### config.mk
export PLATFORM = sky130hd
export DESIGN_NAME = timestamped_history_with_subscribers_unit
export DESIGN_NICKNAME = d
export VERILOG_FILES = /design/src/sv/tshs_pkg.sv /design/src/sv/tshs_div.sv /design/src/sv/tshs_ctrl.sv /design/src/sv/tshs_dp.sv /design/src/sv/timestamped_history_with_subscribers_unit.sv
export VERILOG_INCLUDE_DIRS = /design/src /design/src/sv
export SDC_FILE = /design/constraint.sdc
export NUM_CORES = 2
export LEC_CHECK = 0
export BUFFER_PORTS_ARGS = -buffer_cell sky130_fd_sc_hd__buf_2
export CAP_MARGIN = 5
export CELL_PAD_IN_SITES_DETAIL_PLACEMENT = 0
export CELL_PAD_IN_SITES_GLOBAL_PLACEMENT = 1
export CORE_ASPECT_RATIO = 1.75
export CORE_MARGIN = 5
export CORE_UTILIZATION = 25
export DETAILED_ROUTE_END_ITERATION = 12
export HOLD_SLACK_MARGIN = 0.03
export PLACE_DENSITY_LB_ADDON = 0.1
export SLEW_MARGIN = 20
export SYNTH_ARGS = -nofsm -noshare
export SYNTH_HDL_FRONTEND = slang
export SYNTH_SLANG_ARGS = --single-unit
### constraint.sdc
create_clock -name clk -period 12 [get_ports clk]
set_input_delay 3 -clock clk [delete_from_list [all_inputs] [get_ports clk]]
set_output_delay 3 -clock clk [all_outputs]
set_load 0.02 [all_outputs]
### src/sv/timestamped_history_with_subscribers_unit_assert.svh
`ifndef TIMESTAMPED_HISTORY_WITH_SUBSCRIBERS_UNIT_ASSERT_SVH
`define TIMESTAMPED_HISTORY_WITH_SUBSCRIBERS_UNIT_ASSERT_SVH

// same-cycle implication
`define TSHS_ASSERT_IMP(lbl, clk, rst_n, pre, post) \
    lbl: assert property (@(posedge clk) disable iff (!rst_n) (pre) |-> (post)) \
        else $error("tshs assertion failed");

// next-cycle implication
`define TSHS_ASSERT_NEXT(lbl, clk, rst_n, pre, post) \
    lbl: assert property (@(posedge clk) disable iff (!rst_n) (pre) |=> (post)) \
        else $error("tshs assertion failed");

`endif

### src/sv/tshs_pkg.sv
`timescale 1ns / 1ps

package tshs_pkg;

    localparam int SLOTS    = 8;
    localparam int MAX_SUBS = 8;
    localparam int SLOT_W   = $clog2(SLOTS);
    localparam int SLOTC_W  = $clog2(SLOTS + 1);
    localparam int SUB_W    = (MAX_SUBS > 1) ? $clog2(MAX_SUBS) : 1;
    localparam int SUBC_W   = $clog2(MAX_SUBS + 1);
    localparam int DIV_W    = 32;
    localparam int DCNT_W   = $clog2(DIV_W);

    localparam logic [SLOTC_W-1:0] SLOTS_N    = SLOTC_W'(SLOTS);
    localparam logic [SUBC_W-1:0]  MAX_SUBS_N = SUBC_W'(MAX_SUBS);

    localparam logic [31:0] PERIOD_RST = 32'd1;
    localparam logic [15:0] MAXLEN_RST = 16'hFFFF;

    localparam logic [1:0] REG_PERIOD = 2'd0;
    localparam logic [1:0] REG_MAXLEN = 2'd1;
    localparam logic [1:0] REG_ENABLE = 2'd2;

    typedef enum logic [1:0] {
        OP_PUT   = 2'd0,
        OP_QUERY = 2'd1,
        OP_SUB   = 2'd2,
        OP_UNSUB = 2'd3
    } op_t;

    typedef enum logic [1:0] {
        K_NOTIFY = 2'd0,
        K_QUERY  = 2'd1,
        K_SUB    = 2'd2,
        K_UNSUB  = 2'd3
    } kind_t;

    typedef enum logic [2:0] {
        ST_OK         = 3'd0,
        ST_EMPTY      = 3'd1,
        ST_TOO_NEW    = 3'd2,
        ST_TOO_OLD    = 3'd3,
        ST_NOT_FILLED = 3'd4,
        ST_TABLE_FULL = 3'd5,
        ST_DISABLED   = 3'd6
    } status_t;

    typedef enum logic [3:0] {
        S_IDLE,
        S_P_CHK,
        S_P_LOOP,
        S_P_WAIT,
        S_P_EMIT,
        S_Q_START,
        S_Q_NEW,
        S_Q_OLD,
        S_Q_WALK,
        S_Q_OUT,
        S_S_START,
        S_S_DIV,
        S_S_MUL,
        S_S_OUT,
        S_U_LOOP,
        S_U_OUT
    } state_t;

    typedef struct packed {
        logic [31:0] period_time;
        logic [15:0] max_length;
        logic        module_enabled;
    } cfg_t;

    typedef struct packed {
        logic  load;
        logic  put_store;
        logic  div_start_mod;
        logic  div_start_per;
        logic  mask_set;
        logic  q_init;
        logic  q_newest;
        logic  q_check;
        logic  q_walk;
        logic  sub_start;
        logic  sub_div_take;
        logic  sub_commit;
        logic  un_step;
        logic  emit;
        kind_t emit_kind;
    } cmd_t;

    typedef struct packed {
        logic put_bad;
        logic loop_end;
        logic div_busy;
        logic div_done;
        logic mask_zero;
        logic q_direct;
        logic q_range_bad;
        logic q_walk_end;
        logic enabled;
        logic sub_trivial;
        logic out_free;
    } st_t;

    function automatic logic [2:0] slot_field(input logic [SLOT_W-1:0] idx);
        logic [SLOT_W+2:0] ext;
        ext = {3'b000, idx};
        return ext[2:0];
    endfunction

endpackage

### src/sv/tshs_div.sv
`timescale 1ns / 1ps

module tshs_div (
    input  logic                       clk,
    input  logic                       rst_n,
    input  logic                       start,
    input  logic [tshs_pkg::DIV_W-1:0] dividend,
    input  logic [tshs_pkg::DIV_W-1:0] divisor,
    output logic                       busy,
    output logic                       done,
    output logic [tshs_pkg::DIV_W-1:0] quotient,
    output logic [tshs_pkg::DIV_W-1:0] remainder
);
    import tshs_pkg::*;

    logic              busy_reg, busy_next;
    logic              done_reg, done_next;
    logic [DCNT_W-1:0] cnt_reg, cnt_next;
    logic [DIV_W-1:0]  rem_reg, rem_next;
    logic [DIV_W-1:0]  quo_reg, quo_next;
    logic [DIV_W-1:0]  dvs_reg, dvs_next;
    logic [DIV_W:0]    trial;

    assign trial = {rem_reg, quo_reg[DIV_W-1]} - {1'b0, dvs_reg};

    always_comb
    begin
        busy_next = busy_reg;
        done_next = 1'b0;
        cnt_next  = cnt_reg;
        rem_next  = rem_reg;
        quo_next  = quo_reg;
        dvs_next  = dvs_reg;
        if (start && !busy_reg)
        begin
            busy_next = 1'b1;
            cnt_next  = '0;
            rem_next  = '0;
            quo_next  = dividend;
            dvs_next  = divisor;
        end
        else if (busy_reg)
        begin
            if (!trial[DIV_W])
            begin
                rem_next = trial[DIV_W-1:0];
                quo_next = {quo_reg[DIV_W-2:0], 1'b1};
            end
            else
            begin
                rem_next = {rem_reg[DIV_W-2:0], quo_reg[DIV_W-1]};
                quo_next = {quo_reg[DIV_W-2:0], 1'b0};
            end
            cnt_next = cnt_reg + 1'b1;
            if (cnt_reg == DCNT_W'(DIV_W - 1))
            begin
                busy_next = 1'b0;
                done_next = 1'b1;
            end
        end
    end

    always_ff @(posedge clk or negedge rst_n)
    begin
        if (!rst_n)
        begin
            busy_reg <= 1'b0;
            done_reg <= 1'b0;
            cnt_reg  <= '0;
        end
        else
        begin
            busy_reg <= busy_next;
            done_reg <= done_next;
            cnt_reg  <= cnt_next;
        end
    end

    always_ff @(posedge clk)
    begin
        rem_reg <= rem_next;
        quo_reg <= quo_next;
        dvs_reg <= dvs_next;
    end

    assign busy      = busy_reg;
    assign done      = done_reg;
    assign quotient  = quo_reg;
    assign remainder = rem_reg;

endmodule

### src/sv/tshs_ctrl.sv
`timescale 1ns / 1ps
`include "timestamped_history_with_subscribers_unit_assert.svh"

module tshs_ctrl (
    input  logic           clk,
    input  logic           rst_n,
    input  logic           s_tvalid,
    input  tshs_pkg::op_t  op,
    input  tshs_pkg::st_t  st,
    output logic           s_tready,
    output tshs_pkg::cmd_t cmd
);
    import tshs_pkg::*;

    state_t state_reg, state_next;

    always_comb
    begin
        state_next = state_reg;
        unique case (state_reg)
            S_IDLE:
            begin
                if (s_tvalid)
                begin
                    unique case (op)
                        OP_PUT:   state_next = S_P_CHK;
                        OP_QUERY: state_next = S_Q_START;
                        OP_SUB:   state_next = S_S_START;
                        OP_UNSUB: state_next = S_U_LOOP;
                        default:  state_next = S_IDLE;
                    endcase
                end
            end
            S_P_CHK:   state_next = st.put_bad ? S_IDLE : S_P_LOOP;
            S_P_LOOP:  state_next = st.loop_end ? S_P_EMIT : S_P_WAIT;
            S_P_WAIT:
            begin
                if (st.div_done)
                    state_next = S_P_LOOP;
            end
            S_P_EMIT:
            begin
                if (st.mask_zero)
                    state_next = S_IDLE;
            end
            S_Q_START: state_next = st.q_direct ? S_Q_OUT : S_Q_NEW;
            S_Q_NEW:   state_next = S_Q_OLD;
            S_Q_OLD:   state_next = st.q_range_bad ? S_Q_OUT : S_Q_WALK;
            S_Q_WALK:
            begin
                if (st.q_walk_end)
                    state_next = S_Q_OUT;
            end
            S_Q_OUT:
            begin
                if (st.out_free)
                    state_next = S_IDLE;
            end
            S_S_START:
            begin
                priority if (!st.enabled)
                    state_next = S_S_OUT;
                else if (st.sub_trivial)
                    state_next = S_S_MUL;
                else
                    state_next = S_S_DIV;
            end
            S_S_DIV:
            begin
                if (st.div_done)
                    state_next = S_S_MUL;
            end
            S_S_MUL:   state_next = S_S_OUT;
            S_S_OUT:
            begin
                if (st.out_free)
                    state_next = S_IDLE;
            end
            S_U_LOOP:
            begin
                if (st.loop_end)
                    state_next = S_U_OUT;
            end
            S_U_OUT:
            begin
                if (st.out_free)
                    state_next = S_IDLE;
            end
            default:   state_next = S_IDLE;
        endcase
    end

    always_comb
    begin
        cmd           = '0;
        cmd.emit_kind = K_NOTIFY;
        s_tready      = 1'b0;
        unique case (state_reg)
            S_IDLE:
            begin
                s_tready = 1'b1;
                cmd.load = s_tvalid;
            end
            S_P_CHK:   cmd.put_store = !st.put_bad;
            S_P_LOOP:  cmd.div_start_mod = !st.loop_end && !st.div_busy;
            S_P_WAIT:  cmd.mask_set = st.div_done;
            S_P_EMIT:
            begin
                cmd.emit      = !st.mask_zero && st.out_free;
                cmd.emit_kind = K_NOTIFY;
            end
            S_Q_START: cmd.q_init = 1'b1;
            S_Q_NEW:   cmd.q_newest = 1'b1;
            S_Q_OLD:   cmd.q_check = 1'b1;
            S_Q_WALK:  cmd.q_walk = 1'b1;
            S_Q_OUT:
            begin
                cmd.emit      = st.out_free;
                cmd.emit_kind = K_QUERY;
            end
            S_S_START:
            begin
                cmd.sub_start     = 1'b1;
                cmd.div_start_per = st.enabled && !st.sub_trivial && !st.div_busy;
            end
            S_S_DIV:   cmd.sub_div_take = st.div_done;
            S_S_MUL:   cmd.sub_commit = 1'b1;
            S_S_OUT:
            begin
                cmd.emit      = st.out_free;
                cmd.emit_kind = K_SUB;
            end
            S_U_LOOP:  cmd.un_step = 1'b1;
            S_U_OUT:
            begin
                cmd.emit      = st.out_free;
                cmd.emit_kind = K_UNSUB;
            end
            default:   cmd = '0;
        endcase
    end

    always_ff @(posedge clk or negedge rst_n)
    begin
        if (!rst_n)
            state_reg <= S_IDLE;
        else
            state_reg <= state_next;
    end

    `TSHS_ASSERT_IMP(a_emit_free, clk, rst_n, cmd.emit, st.out_free)
    `TSHS_ASSERT_NEXT(a_leave_idle, clk, rst_n, s_tvalid && s_tready, state_reg != S_IDLE)
    `TSHS_ASSERT_IMP(a_div_idle, clk, rst_n, cmd.div_start_mod || cmd.div_start_per, !st.div_busy)

endmodule

### src/sv/tshs_dp.sv
`timescale 1ns / 1ps

module tshs_dp (
    input  logic           clk,
    input  logic           rst_n,
    input  logic [143:0]   s_tdata,
    input  tshs_pkg::cfg_t cfg,
    input  tshs_pkg::cmd_t cmd,
    output tshs_pkg::st_t  st,
    output logic           m_tvalid,
    input  logic           m_tready,
    output logic [87:0]    m_tdata,
    output logic [1:0]     m_tuser,
    output logic           m_tlast
);
    import tshs_pkg::*;

    logic [31:0]       rec_reg, rt_reg, la_reg, rp_reg;
    logic [15:0]       len_reg;

    logic [31:0]       slot_time_reg [SLOTS];
    logic [15:0]       slot_len_reg  [SLOTS];
    logic [SLOT_W-1:0] newest_reg;
    logic [31:0]       pc_reg;
    logic [31:0]       sub_addr_reg  [MAX_SUBS];
    logic [31:0]       sub_div_reg   [MAX_SUBS];
    logic [SUBC_W-1:0] sub_count_reg;

    logic [SUBC_W-1:0] sidx_reg, widx_reg;
    logic [MAX_SUBS-1:0] mask_reg;
    logic [SLOT_W-1:0] best_reg, ptr_reg;
    logic [SLOTC_W-1:0] n_reg;
    logic [31:0]       mindiff_reg, ntime_reg, divq_reg, granted_reg;
    status_t           stat_reg;
    logic              found_reg;
    logic [SUB_W-1:0]  fidx_reg;

    logic              out_valid_reg;
    kind_t             o_kind_reg;
    status_t           o_status_reg;
    logic [2:0]        o_slot_reg;
    logic [15:0]       o_len_reg;
    logic [31:0]       o_dest_reg, o_gp_reg;
    logic              o_last_reg;

    logic [SLOT_W-1:0] nidx, oldest, slot_raddr, ptr_inc;
    logic [SLOT_W:0]   old_sum;
    logic [31:0]       pc_inc, pc_new, slot_tq, diff, sub_rd_addr, sub_rd_div, sub_d;
    logic [33:0]       lim;
    logic              too_new, too_old;
    logic [SUB_W-1:0]  sub_raddr, pe_idx, found_idx, wr_idx;
    logic [MAX_SUBS-1:0] match, mask_rest;
    logic              div_busy, div_done;
    logic [31:0]       div_a, div_b, div_q, div_r, prod;
    logic              sub_full;

    tshs_div u_div (
        .clk       (clk),
        .rst_n     (rst_n),
        .start     (cmd.div_start_mod || cmd.div_start_per),
        .dividend  (div_a),
        .divisor   (div_b),
        .busy      (div_busy),
        .done      (div_done),
        .quotient  (div_q),
        .remainder (div_r)
    );

    assign nidx    = (newest_reg == SLOT_W'(SLOTS - 1)) ? '0 : newest_reg + 1'b1;
    assign pc_inc  = pc_reg + 32'd1;
    assign pc_new  = (pc_inc == 32'd0) ? 32'd1 : pc_inc;
    assign old_sum = {1'b0, newest_reg} + (SLOT_W + 1)'(2);
    always_comb
    begin
        if ((32'(newest_reg) == pc_reg) && (pc_reg < 32'(SLOTS - 1)))
            oldest = SLOT_W'(1);
        else if (old_sum >= (SLOT_W + 1)'(SLOTS))
            oldest = SLOT_W'(old_sum - (SLOT_W + 1)'(SLOTS));
        else
            oldest = old_sum[SLOT_W-1:0];
    end
    assign ptr_inc = (ptr_reg == SLOT_W'(SLOTS - 1)) ? '0 : ptr_reg + 1'b1;

    assign slot_raddr = cmd.q_newest ? newest_reg : ptr_reg;
    assign slot_tq    = slot_time_reg[slot_raddr];
    assign diff       = (slot_tq >= rt_reg) ? slot_tq - rt_reg : rt_reg - slot_tq;
    assign lim        = {2'b00, ntime_reg} + {1'b0, cfg.period_time, 1'b0};
    assign too_new    = {2'b00, rt_reg} > lim;
    assign too_old    = rt_reg < slot_tq;

    always_comb
    begin
        pe_idx = '0;
        for (int i = MAX_SUBS - 1; i >= 0; i--)
        begin
            if (mask_reg[i])
                pe_idx = SUB_W'(i);
        end
    end
    assign mask_rest = mask_reg & (mask_reg - 1'b1);

    assign sub_raddr   = cmd.emit ? pe_idx : sidx_reg[SUB_W-1:0];
    assign sub_rd_addr = sub_addr_reg[sub_raddr];
    assign sub_rd_div  = sub_div_reg[sub_raddr];
    assign sub_d       = (sub_rd_div == 32'd0) ? 32'd1 : sub_rd_div;

    always_comb
    begin
        found_idx = '0;
        for (int i = MAX_SUBS - 1; i >= 0; i--)
        begin
            match[i] = (SUBC_W'(i) < sub_count_reg) && (sub_addr_reg[i] == la_reg);
            if (match[i])
                found_idx = SUB_W'(i);
        end
    end

    assign div_a    = cmd.div_start_per ? rp_reg : pc_reg;
    assign div_b    = cmd.div_start_per ? cfg.period_time : sub_d;
    assign prod     = divq_reg * cfg.period_time;
    assign sub_full = !found_reg && (sub_count_reg >= MAX_SUBS_N);
    assign wr_idx   = cmd.un_step ? widx_reg[SUB_W-1:0]
                    : (found_reg ? fidx_reg : sub_count_reg[SUB_W-1:0]);

    always_comb
    begin
        st.put_bad     = len_reg > cfg.max_length;
        st.loop_end    = sidx_reg >= sub_count_reg;
        st.div_busy    = div_busy;
        st.div_done    = div_done;
        st.mask_zero   = (mask_reg == '0);
        st.q_direct    = !cfg.module_enabled || (pc_reg == 32'd0) || (rt_reg == 32'd0);
        st.q_range_bad = too_new || too_old;
        st.q_walk_end  = (n_reg == '0) || (diff > mindiff_reg);
        st.enabled     = cfg.module_enabled;
        st.sub_trivial = (rp_reg == 32'd0) || (rp_reg < cfg.period_time)
                       || (cfg.period_time == 32'd0);
        st.out_free    = !out_valid_reg || m_tready;
    end

    always_ff @(posedge clk)
    begin
        if (cmd.load)
        begin
            rec_reg <= s_tdata[31:0];
            len_reg <= s_tdata[47:32];
            rt_reg  <= s_tdata[79:48];
            la_reg  <= s_tdata[111:80];
            rp_reg  <= s_tdata[143:112];
        end
        if (cmd.q_init)
        begin
            best_reg    <= newest_reg;
            ptr_reg     <= oldest;
            mindiff_reg <= '1;
            n_reg       <= (pc_reg > 32'(SLOTS)) ? SLOTS_N : pc_reg[SLOTC_W-1:0];
        end
        if (cmd.q_newest)
            ntime_reg <= slot_tq;
        if (cmd.q_walk && !st.q_walk_end)
        begin
            mindiff_reg <= diff;
            best_reg    <= ptr_reg;
            ptr_reg     <= ptr_inc;
            n_reg       <= n_reg - 1'b1;
        end
        if (cmd.sub_start)
        begin
            found_reg <= |match;
            fidx_reg  <= found_idx;
            divq_reg  <= 32'd1;
        end
        if (cmd.sub_div_take)
            divq_reg <= div_q;
        if (cmd.sub_commit)
            granted_reg <= (la_reg == 32'd0) ? cfg.period_time : prod;
        if ((cmd.sub_commit && !sub_full)
            || (cmd.un_step && !st.loop_end && (sub_rd_addr != la_reg)))
        begin
            sub_addr_reg[wr_idx] <= cmd.un_step ? sub_rd_addr : la_reg;
            sub_div_reg[wr_idx]  <= cmd.un_step ? sub_rd_div : divq_reg;
        end
        if (cmd.emit)
        begin
            o_kind_reg   <= cmd.emit_kind;
            o_status_reg <= ST_OK;
            o_slot_reg   <= '0;
            o_len_reg    <= '0;
            o_dest_reg   <= '0;
            o_gp_reg     <= '0;
            o_last_reg   <= 1'b1;
            unique case (cmd.emit_kind)
                K_NOTIFY:
                begin
                    o_slot_reg <= slot_field(newest_reg);
                    o_len_reg  <= len_reg;
                    o_dest_reg <= sub_rd_addr;
                    o_last_reg <= (mask_rest == '0);
                end
                K_QUERY:
                begin
                    o_status_reg <= stat_reg;
                    if (stat_reg == ST_OK)
                    begin
                        o_slot_reg <= slot_field(best_reg);
                        o_len_reg  <= slot_len_reg[best_reg];
                    end
                end
                K_SUB:
                begin
                    o_status_reg <= stat_reg;
                    if (stat_reg == ST_OK)
                        o_gp_reg <= granted_reg;
                end
                K_UNSUB:  o_status_reg <= ST_OK;
                default:  o_status_reg <= ST_OK;
            endcase
        end
    end

    always_ff @(posedge clk or negedge rst_n)
    begin
        if (!rst_n)
        begin
            for (int i = 0; i < SLOTS; i++)
            begin
                slot_time_reg[i] <= '0;
                slot_len_reg[i]  <= '0;
            end
            newest_reg    <= '0;
            pc_reg        <= '0;
            sub_count_reg <= '0;
            sidx_reg      <= '0;
            widx_reg      <= '0;
            mask_reg      <= '0;
            stat_reg      <= ST_OK;
            out_valid_reg <= 1'b0;
        end
        else
        begin
            if (cmd.load)
            begin
                sidx_reg <= '0;
                widx_reg <= '0;
                mask_reg <= '0;
            end
            if (cmd.put_store)
            begin
                newest_reg          <= nidx;
                pc_reg              <= pc_new;
                slot_time_reg[nidx] <= rec_reg;
                slot_len_reg[nidx]  <= len_reg;
            end
            if (cmd.mask_set)
            begin
                mask_reg[sidx_reg[SUB_W-1:0]] <= (div_r == 32'd0);
                sidx_reg <= sidx_reg + 1'b1;
            end
            if (cmd.emit && (cmd.emit_kind == K_NOTIFY))
                mask_reg <= mask_rest;
            if (cmd.q_init)
            begin
                priority if (!cfg.module_enabled)
                    stat_reg <= ST_DISABLED;
                else if (pc_reg == 32'd0)
                    stat_reg <= ST_EMPTY;
                else
                    stat_reg <= ST_OK;
            end
            if (cmd.q_check)
            begin
                priority if (too_new)
                    stat_reg <= ST_TOO_NEW;
                else if (too_old)
                    stat_reg <= ST_TOO_OLD;
            end
            if (cmd.q_walk && st.q_walk_end && (ntime_reg == 32'd0))
                stat_reg <= ST_NOT_FILLED;
            if (cmd.sub_start)
                stat_reg <= cfg.module_enabled ? ST_OK : ST_DISABLED;
            if (cmd.sub_commit)
            begin
                if (sub_full)
                    stat_reg <= ST_TABLE_FULL;
                else if (!found_reg)
                    sub_count_reg <= sub_count_reg + 1'b1;
            end
            if (cmd.un_step)
            begin
                if (st.loop_end)
                    sub_count_reg <= widx_reg;
                else
                begin
                    sidx_reg <= sidx_reg + 1'b1;
                    if (sub_rd_addr != la_reg)
                        widx_reg <= widx_reg + 1'b1;
                end
            end
            if (cmd.emit)
                out_valid_reg <= 1'b1;
            else if (m_tready)
                out_valid_reg <= 1'b0;
        end
    end

    assign m_tvalid = out_valid_reg;
    assign m_tdata  = {2'b00, o_gp_reg, o_dest_reg, o_len_reg, o_slot_reg, o_status_reg};
    assign m_tuser  = o_kind_reg;
    assign m_tlast  = o_last_reg;

endmodule

### src/sv/timestamped_history_with_subscribers_unit.sv
// Timestamped history ring with a subscriber table.
// Input beats arrive on s_t*: s_tuser carries the operation (put, query,
// subscribe, unsubscribe), s_tdata the operands. Result beats leave on m_t*:
// m_tuser carries the result kind, m_tlast marks the final result of an item.
// Registers (period_time, max_length, module_enabled) sit on the APB port.
// One item is worked on at a time; s_tready is high only while idle.
// Put: checks the length and stores the record unless it is refused, then
// works out the count modulo for each subscriber in the shared radix-2
// divider, then sends one notify beat per subscriber whose modulo is zero.
// Query: a direct answer, a range refusal, or a ring walk, which reads
// one slot a cycle. Subscribe: a disabled answer, a direct commit, or a
// commit after a period divide when one is needed.
// Unsubscribe: walks the table one entry a cycle, at most MAX_SUBS entries.
// A result sits in the output register; while the receiver stalls the
// block holds it and waits before producing the next beat.
// Reset clears the ring, the put count, the subscriber count and the
// registers to their defaults; no clearing pass is needed.
`timescale 1ns / 1ps

module timestamped_history_with_subscribers_unit (
    input  logic         clk,
    input  logic         rst_n,
    input  logic         s_tvalid,
    output logic         s_tready,
    input  logic [143:0] s_tdata,  // record_time, data_length, request_time,
                                   // listener_addr, request_period
    input  logic [1:0]   s_tuser,  // op
    output logic         m_tvalid,
    input  logic         m_tready,
    output logic [87:0]  m_tdata,  // status, slot, slot_length, dest_addr,
                                   // granted_period
    output logic [1:0]   m_tuser,  // kind
    output logic         m_tlast,
    input  logic         psel,
    input  logic         penable,
    input  logic         pwrite,
    input  logic [3:0]   paddr,
    input  logic [31:0]  pwdata,
    output logic [31:0]  prdata,
    output logic         pready
);
    import tshs_pkg::*;

    logic [31:0] period_reg;
    logic [15:0] maxlen_reg;
    logic        enable_reg;
    logic        wr_en;
    cfg_t        cfg;
    cmd_t        cmd;
    st_t         st;

    assign pready = 1'b1;
    assign wr_en  = psel && penable && pwrite && pready;

    always_ff @(posedge clk or negedge rst_n)
    begin
        if (!rst_n)
        begin
            period_reg <= PERIOD_RST;
            maxlen_reg <= MAXLEN_RST;
            enable_reg <= 1'b0;
        end
        else if (wr_en)
        begin
            unique case (paddr[3:2])
                REG_PERIOD: period_reg <= pwdata;
                REG_MAXLEN: maxlen_reg <= pwdata[15:0];
                REG_ENABLE: enable_reg <= pwdata[0];
                default:    enable_reg <= enable_reg;
            endcase
        end
    end

    always_comb
    begin
        unique case (paddr[3:2])
            REG_PERIOD: prdata = period_reg;
            REG_MAXLEN: prdata = {16'h0000, maxlen_reg};
            REG_ENABLE: prdata = {31'd0, enable_reg};
            default:    prdata = 32'd0;
        endcase
    end

    assign cfg.period_time    = period_reg;
    assign cfg.max_length     = maxlen_reg;
    assign cfg.module_enabled = enable_reg;

    tshs_ctrl u_ctrl (
        .clk      (clk),
        .rst_n    (rst_n),
        .s_tvalid (s_tvalid),
        .op       (op_t'(s_tuser)),
        .st       (st),
        .s_tready (s_tready),
        .cmd      (cmd)
    );

    tshs_dp u_dp (
        .clk      (clk),
        .rst_n    (rst_n),
        .s_tdata  (s_tdata),
        .cfg      (cfg),
        .cmd      (cmd),
        .st       (st),
        .m_tvalid (m_tvalid),
        .m_tready (m_tready),
        .m_tdata  (m_tdata),
        .m_tuser  (m_tuser),
        .m_tlast  (m_tlast)
    );

endmodule
Word level (Yosys, flattened, before mapping). Memories as Yosys holds them, arrays and structs flattened. Index checks and enable logic that the tools add are counted.

Mux-type cells: 135. Reductions and logical operators: 76. Bitwise logic cells: 4. $add $sub $neg: 15. Multiply operators: 1. Magnitude comparators: 25. Equality and inequality tests: 42.

Operators by type and width (number): $mux 32 (18); $logic_not 32->1 (9); $bwmux 256 (1); $eq 32x32->1 (8); $bwmux 128 (1); $mux 3 (37); $mux 4 (25); $bmux 32 s3 (1); $demux 32 s3 (1); $pmux 32 s3 (1); $lt 32x32->1 (2); $mux 16 (4); $sub 32x32->32 (2); $pmux 4 s14 (1); $bmux 16 s3 (1); $demux 16 s3 (1); $add 32x33->34 (1); $gt 32x34->1 (1); $sub 33x32->33 (1); $add 32x1->32 const B (1); $eq 3x32->1 (1); $eq 4x4->1 const B (8); $ge 32x32->1 (1); $gt 32x32->1 (1); 55 further kinds (170).

Output and inout port bits: 126. Register bits: 974. Memories kept: 2. Memory bits (writable): 512.

Memories: u_dp.sub_addr_reg (depth 8, width 32, read ports 9, clocked after memory_dff 0, write ports 1, RTL line tshs_dp.sv:25) `logic [31:0] sub_addr_reg [MAX_SUBS];`; u_dp.sub_div_reg (depth 8, width 32, read ports 1, clocked after memory_dff 0, write ports 1, RTL line tshs_dp.sv:26) `logic [31:0] sub_div_reg [MAX_SUBS];`.

Depth between registers and ports, before layout.
Word-level depth: 17. Gate-level depth with buffers: 37. Mapped depth without buffers: 31.

By module. Synthesis repeated with hierarchy kept, for this count alone.

Cells, all modules: 7961. Area total of the unflattened synthesis: 91537.8 µm².

By module, submodules not included: tshs_dp (times used 1, cells an instance 7103, area an instance 82369.0 µm²); tshs_div (times used 1, cells an instance 611, area an instance 6256.0 µm²); timestamped_history_with_subscribers_unit (times used 1, cells an instance 163, area an instance 2248.4 µm²); tshs_ctrl (times used 1, cells an instance 84, area an instance 664.4 µm²).

Least setup slack after synthesis. No wires, ideal clock.

Path kind: flip-flop to flip-flop. From: register u_ctrl.state_reg[0]. To: register u_dp.best_reg[0] (enable). Data required time: 11.594 ns. Clock period less this slack: 10.917 ns. Path buffers: 8. Setup slack: 1.083 ns. Arrival time: 10.511 ns. Cell stages (with the launch flop): 32. Cells stage by stage: dfrtp_1 -> clkbuf_1 -> nand2b_1 -> nor2_1 -> mux2i_1 -> buf_1 -> buf_1 -> mux4_2 -> mux2i_1 -> ha_1 -> clkbuf_1 -> and4_1 -> a21o_1 -> a2111oi_0 -> o211ai_1 -> a211oi_1 -> o31ai_1 -> a21oi_1 -> buf_2 -> buf_2 -> buf_1 -> o221ai_1 -> xor2_1 -> ha_1 -> nand2_1 -> nor2_1 -> nand3_1 -> or3_1 -> or3_1 -> a21oi_1 -> clkbuf_1 -> nand2b_1.

Cells in the longest elaborated chain, start to end: 14. Elaborated cells on any way between the ends: 20.

RTL lines: start: declaration (RTL line tshs_ctrl.sv:15) `state_t state_reg, state_next;`; start signal: assignment (RTL line tshs_ctrl.sv:148) `state_reg <= state_next;`; $eq 4x3->1 * (RTL line tshs_ctrl.sv:98) `unique case (state_reg)`; $mux 1 * (RTL line tshs_ctrl.sv:98); $mux 3 * (RTL line tshs_dp.sv:84) `assign slot_raddr = cmd.q_newest ? newest_reg : ptr_reg;`; $not 3->4 (implied by the code) * (RTL line tshs_dp.sv:85) `assign slot_tq = slot_time_reg[slot_raddr];`; $bmux 32 s3 * (RTL line tshs_dp.sv:85); $mux 32 (implied by the code) * (2 in series) (RTL line tshs_dp.sv:85); $sub 32x32->32 / $ge 32x32->1 (equally long branches) (RTL line tshs_dp.sv:86) `assign diff = (slot_tq >= rt_reg) ? slot_tq - rt_reg : rt_reg - slot_tq;`; $mux 32 * (RTL line tshs_dp.sv:86); net u_dp.diff[29] (RTL line tshs_dp.sv:48) `logic [31:0] pc_inc, pc_new, slot_tq, diff, sub_rd_addr, sub_rd_div, sub_d;`; $gt 32x32->1 * (RTL line tshs_dp.sv:134) `st.q_walk_end = (n_reg == '0) || (diff > mindiff_reg);`; $logic_or 1x1->1 * (RTL line tshs_dp.sv:134); $logic_not 1->1 * (RTL line tshs_dp.sv:160) `if (cmd.q_walk && !st.q_walk_end)`; $logic_and 1x1->1 * (RTL line tshs_dp.sv:160); $reduce_bool 2->1 (no line) *; end signal: assignment (RTL line tshs_dp.sv:153) `best_reg <= newest_reg;`; end signal: assignment (RTL line tshs_dp.sv:163) `best_reg <= ptr_reg;`; end: declaration (RTL line tshs_dp.sv:31) `logic [SLOT_W-1:0] best_reg, ptr_reg;`.

The timed path passes the listed nets; every way through them passes the cells marked *. The select of a mux whose other input is x is not followed. A chain may end at the register's enable or synchronous reset.

Worst setup path in the final report.
From: register u_ctrl.state_reg[0]. To: register u_dp.best_reg[1] (data pin).

Cells in the longest elaborated chain, start to end: 14. Elaborated cells on any way between the ends: 18.

RTL lines (RTL line): $eq 4x3->1 * (tshs_ctrl.sv:98); $mux 1 * (tshs_ctrl.sv:98); $mux 3 * (tshs_dp.sv:84); $not 3->4 (implied by the code) * (tshs_dp.sv:85); $bmux 32 s3 * (tshs_dp.sv:85); $mux 32 (implied by the code) * (2 in series) (tshs_dp.sv:85); net u_dp.slot_tq[18] (tshs_dp.sv:48); $sub 32x32->32 / $ge 32x32->1 (equally long branches) (tshs_dp.sv:86); $mux 32 * (tshs_dp.sv:86); net u_dp.diff[26] (tshs_dp.sv:48); $gt 32x32->1 * (tshs_dp.sv:134); $logic_or 1x1->1 * (tshs_dp.sv:134); $logic_not 1->1 * (tshs_dp.sv:160); $logic_and 1x1->1 * (tshs_dp.sv:160); $mux 3 * (tshs_dp.sv:160).

Marks and branches as above.

==> qor.log <==
[timing] Fin Clk Skew 0.07452 ns
[yosys] xor-xnor portion of the synthesized cell area 4.673%
[clock_network] root buffer cell sky130_fd_sc_hd__clkbuf_16
[clock_network] # clock sinks 1486
[final_layout] area overhead of the layout relative to synthesis 14.38%
[yosys] dominant synthesized flop cell sky130_fd_sc_hd__edfxtp_1
[yosys] adder and majority gate portion of the synthesized area 14.45%
[timing] hold violation total from the final report 0
[clock_network] post-cts sizing count 0
[timing] RSZ-0062 raised after global routing no
[yosys] main area contributors after synthesis sky130_fd_sc_hd__edfxtp_1 (32%), sky130_fd_sc_hd__dfrtp_1 (13%), sky130_fd_sc_hd__fa_1 (9.1%)
[yosys] average size of a mapped cell 11.26 um^2
[global_routing] overall global routing resource usage 19.24%
[timing] final worst path period need 10.53 ns
[global_routing] antenna violations before repair 30
[clock_network] count of buffers added by post-CTS timing repair for setup 0
[timing] Final setup violation count 0
[timing] Max Freq 94.99 MHz
[yosys] EDFF count, synth 951
[die] standard-cell rows 291
[global_routing] vias in the first global route 67570
[setup_path] Largest stage delay, worst path 0.86 ns
[detailed_routing] DRC violations left 0
[place] sum of net half-perimeters after detailed placement 265.6 mm
[final_layout] fraction of layout instances using a drive strength above 1 16.93%
[run_status] outcome finished, final reports clean
[final_layout] highest-count cells in the layout ignoring fill and taps sky130_fd_sc_hd__nand2_1 (1034), sky130_fd_sc_hd__edfxtp_1 (951), sky130_fd_sc_hd__inv_1 (745), sky130_fd_sc_hd__dfrtp_1 (470), sky130_fd_sc_hd__mux2_2 (450)
[global_routing] largest net degree at the start of global routing 150
[timing] Worst slew margin 24.37%
[die] die area 373200 um^2
[setup_path] cell with the largest stage delay on the worst path sky130_fd_sc_hd__mux2i_4
[timing] Worst Tran Pin Value 1.124 ns
[detailed_routing] post-detailed-route via-to-cell ratio 4.823
[clock_network] insertion delay to the later sink of the worst-skew pair 0.88 ns
[die] die height 804.4 um
[setup_path] critical path type register to register
[die] starting utilization of the core area 25.11%
[yosys] combinational family with the most area after synthesis adder cells
[job] max-cap violations 0
[setup_path] Worst EP required 12.59 ns
[global_routing] wire length of the first global-routing pass 518.2 mm
[detailed_routing] vias after detailed routing 62850
[final_layout] net count of the finished layout 9196
[timing] Total Negative Setup Slacks 0 ns
[yosys] number of library cell types mapped by synthesis 91
[place] GP Congestion 0.8643
[yosys] compound-cell area share of the yosys netlist 8.090%
[die] count of boundary I/O pins 315
[clock_network] CTS H-tree lvls 4
[detailed_routing] routed len/inst 28.14 um
[yosys] number of standard cells after synthesis 8006
[detailed_routing] number of iterations in the first detailed-routing pass 5
[yosys] fraction of registers with async set or reset after synthesis 33.85%
[clock_network] clk slew on worst S/H paths 0.06 ns
[timing] hold slack 0.4853 ns
[timing] Final Max Tran Viols 0
[clock_network] clock tree from TritonCTS done
[clock_network] deepest clock path buffer count 4
[place] count of buffers inserted at the top-level ports 309
[worst_hold_path] kind of path behind the tightest hold check register to register
[setup_path] nature of the critical path endpoint register
[detailed_routing] Total Routed Length 366.7 mm
[yosys] portion of netlist area occupied by mux cells 9.661%
[global_routing] remaining global-route overflow 0
[yosys] number of synthesized register bits 1486
[yosys] post-synth top area cell sky130_fd_sc_hd__edfxtp_1
[final_layout] Finished Core Util 28.72%
[setup_path] crit start category register
[clock_network] hold-fix buffers at CTS 0
[die] Die X-Extent 463.9 um
[die] core region area 359000 um^2
[clock_network] total CTS buffers 165
[yosys] post-synthesis sequential area ratio 46.37%
[timing] fraction of the cycle the final worst path needs 87.73%
[yosys] fraction of the mapped netlist area in simple logic gates 11.56%
[setup_path] Max FO, Critical Path 26
[yosys] Yosys top cell area share 31.68%
[setup_path] critical path arrival 11.11 ns
[yosys] netlist area before placement 90150 um^2
[detailed_routing] remaining number of nets flagged by the antenna check after routing 0
[detailed_routing] DRC violation total after the first TritonRoute iteration 3372
[yosys] number of warning messages in the yosys log 0
[final_layout] commonest non-fill, non-tap cell in the layout sky130_fd_sc_hd__nand2_1
synthesized netlist by cell type (187+ instances only):
library cell	count
sky130_fd_sc_hd__clkbuf_1	331
sky130_fd_sc_hd__xnor2_1	250
sky130_fd_sc_hd__ha_1	381
sky130_fd_sc_hd__edfxtp_1	951
sky130_fd_sc_hd__nor2_1	271
sky130_fd_sc_hd__and2_1	188
sky130_fd_sc_hd__nand3_1	187
sky130_fd_sc_hd__mux2_2	450
sky130_fd_sc_hd__dfrtp_1	486
sky130_fd_sc_hd__fa_1	412
sky130_fd_sc_hd__a21oi_1	293
sky130_fd_sc_hd__xor2_1	231
sky130_fd_sc_hd__o21ai_0	251
sky130_fd_sc_hd__inv_1	748
sky130_fd_sc_hd__nand2_1	1035
cells by family after synthesis:
family / Yosys count
compound gates: 1127
xor+xnor: 481
fa+ha+maj: 794
buf+inv: 1219
flops: 1486
mux: 671
other cells: 2
simple gates: 2226
cell type report:
cell class | count | area (um^2)
multi-input cells | 5302 | 43990
fillers | 37380 | 255900
well taps | 4688 | 5866
inverters | 750 | 2828
clock buffers | 214 | 4624
diodes | 9 | 22.52
flip-flops and latches | 1486 | 41830
repair buffers | 509 | 3271
clock inverters | 72 | 689.4
path summary, 6_finish.rpt:
kind,depth (start not counted),slack (ns),endpoint,from
max in group asynchronous,3,7.64,u_dp.slot_time_reg[151],rst_n
min in group asynchronous,1,2.15,u_dp.slot_len_reg[70],rst_n
min reg2reg,2,0.49,u_dp.slot_len_reg[32],u_dp.slot_len_reg[32]
max,29,1.47,u_dp.best_reg[1],u_ctrl.state_reg[0]
max reg2reg,29,1.47,u_dp.best_reg[1],u_ctrl.state_reg[0]
min,2,0.49,u_dp.slot_len_reg[32],u_dp.slot_len_reg[32]
metal layers:
layer,up-vias,track usage (%),share of wire [%]
li1,28300,-,-
met1,32770,21.61,38
met2,1257,37.17,55
met3,515,1.839,2.9
met4,4,7.350,4.4
met5,-,0,0.0063
worst max-delay path: cells and delay by family, from the launching register on:
family / cells / cell delay [ns]
mux: 5 / 2.47
simple gates: 9 / 2.94
xor+xnor: 1 / 0.20
fa+ha+maj: 2 / 0.83
compound gates: 7 / 1.98
buf+inv: 5 / 1.31
flops: 1 / 0.36
per-stage QoR:
stage	std cells	setup slack (ns)	area, um^2
after floorplan	8007	1.083	90150
after global placement	12730	1.269	97750
after detailed placement	12740	1.323	97770
after CTS	13020	1.254	103100
after global routing	13020	0.8476	103100
final	13030	1.472	103100
Power is left out: the tool's default activity adds up to more than one toggle a clock period on the data nets, which glitch-free logic cannot reach.
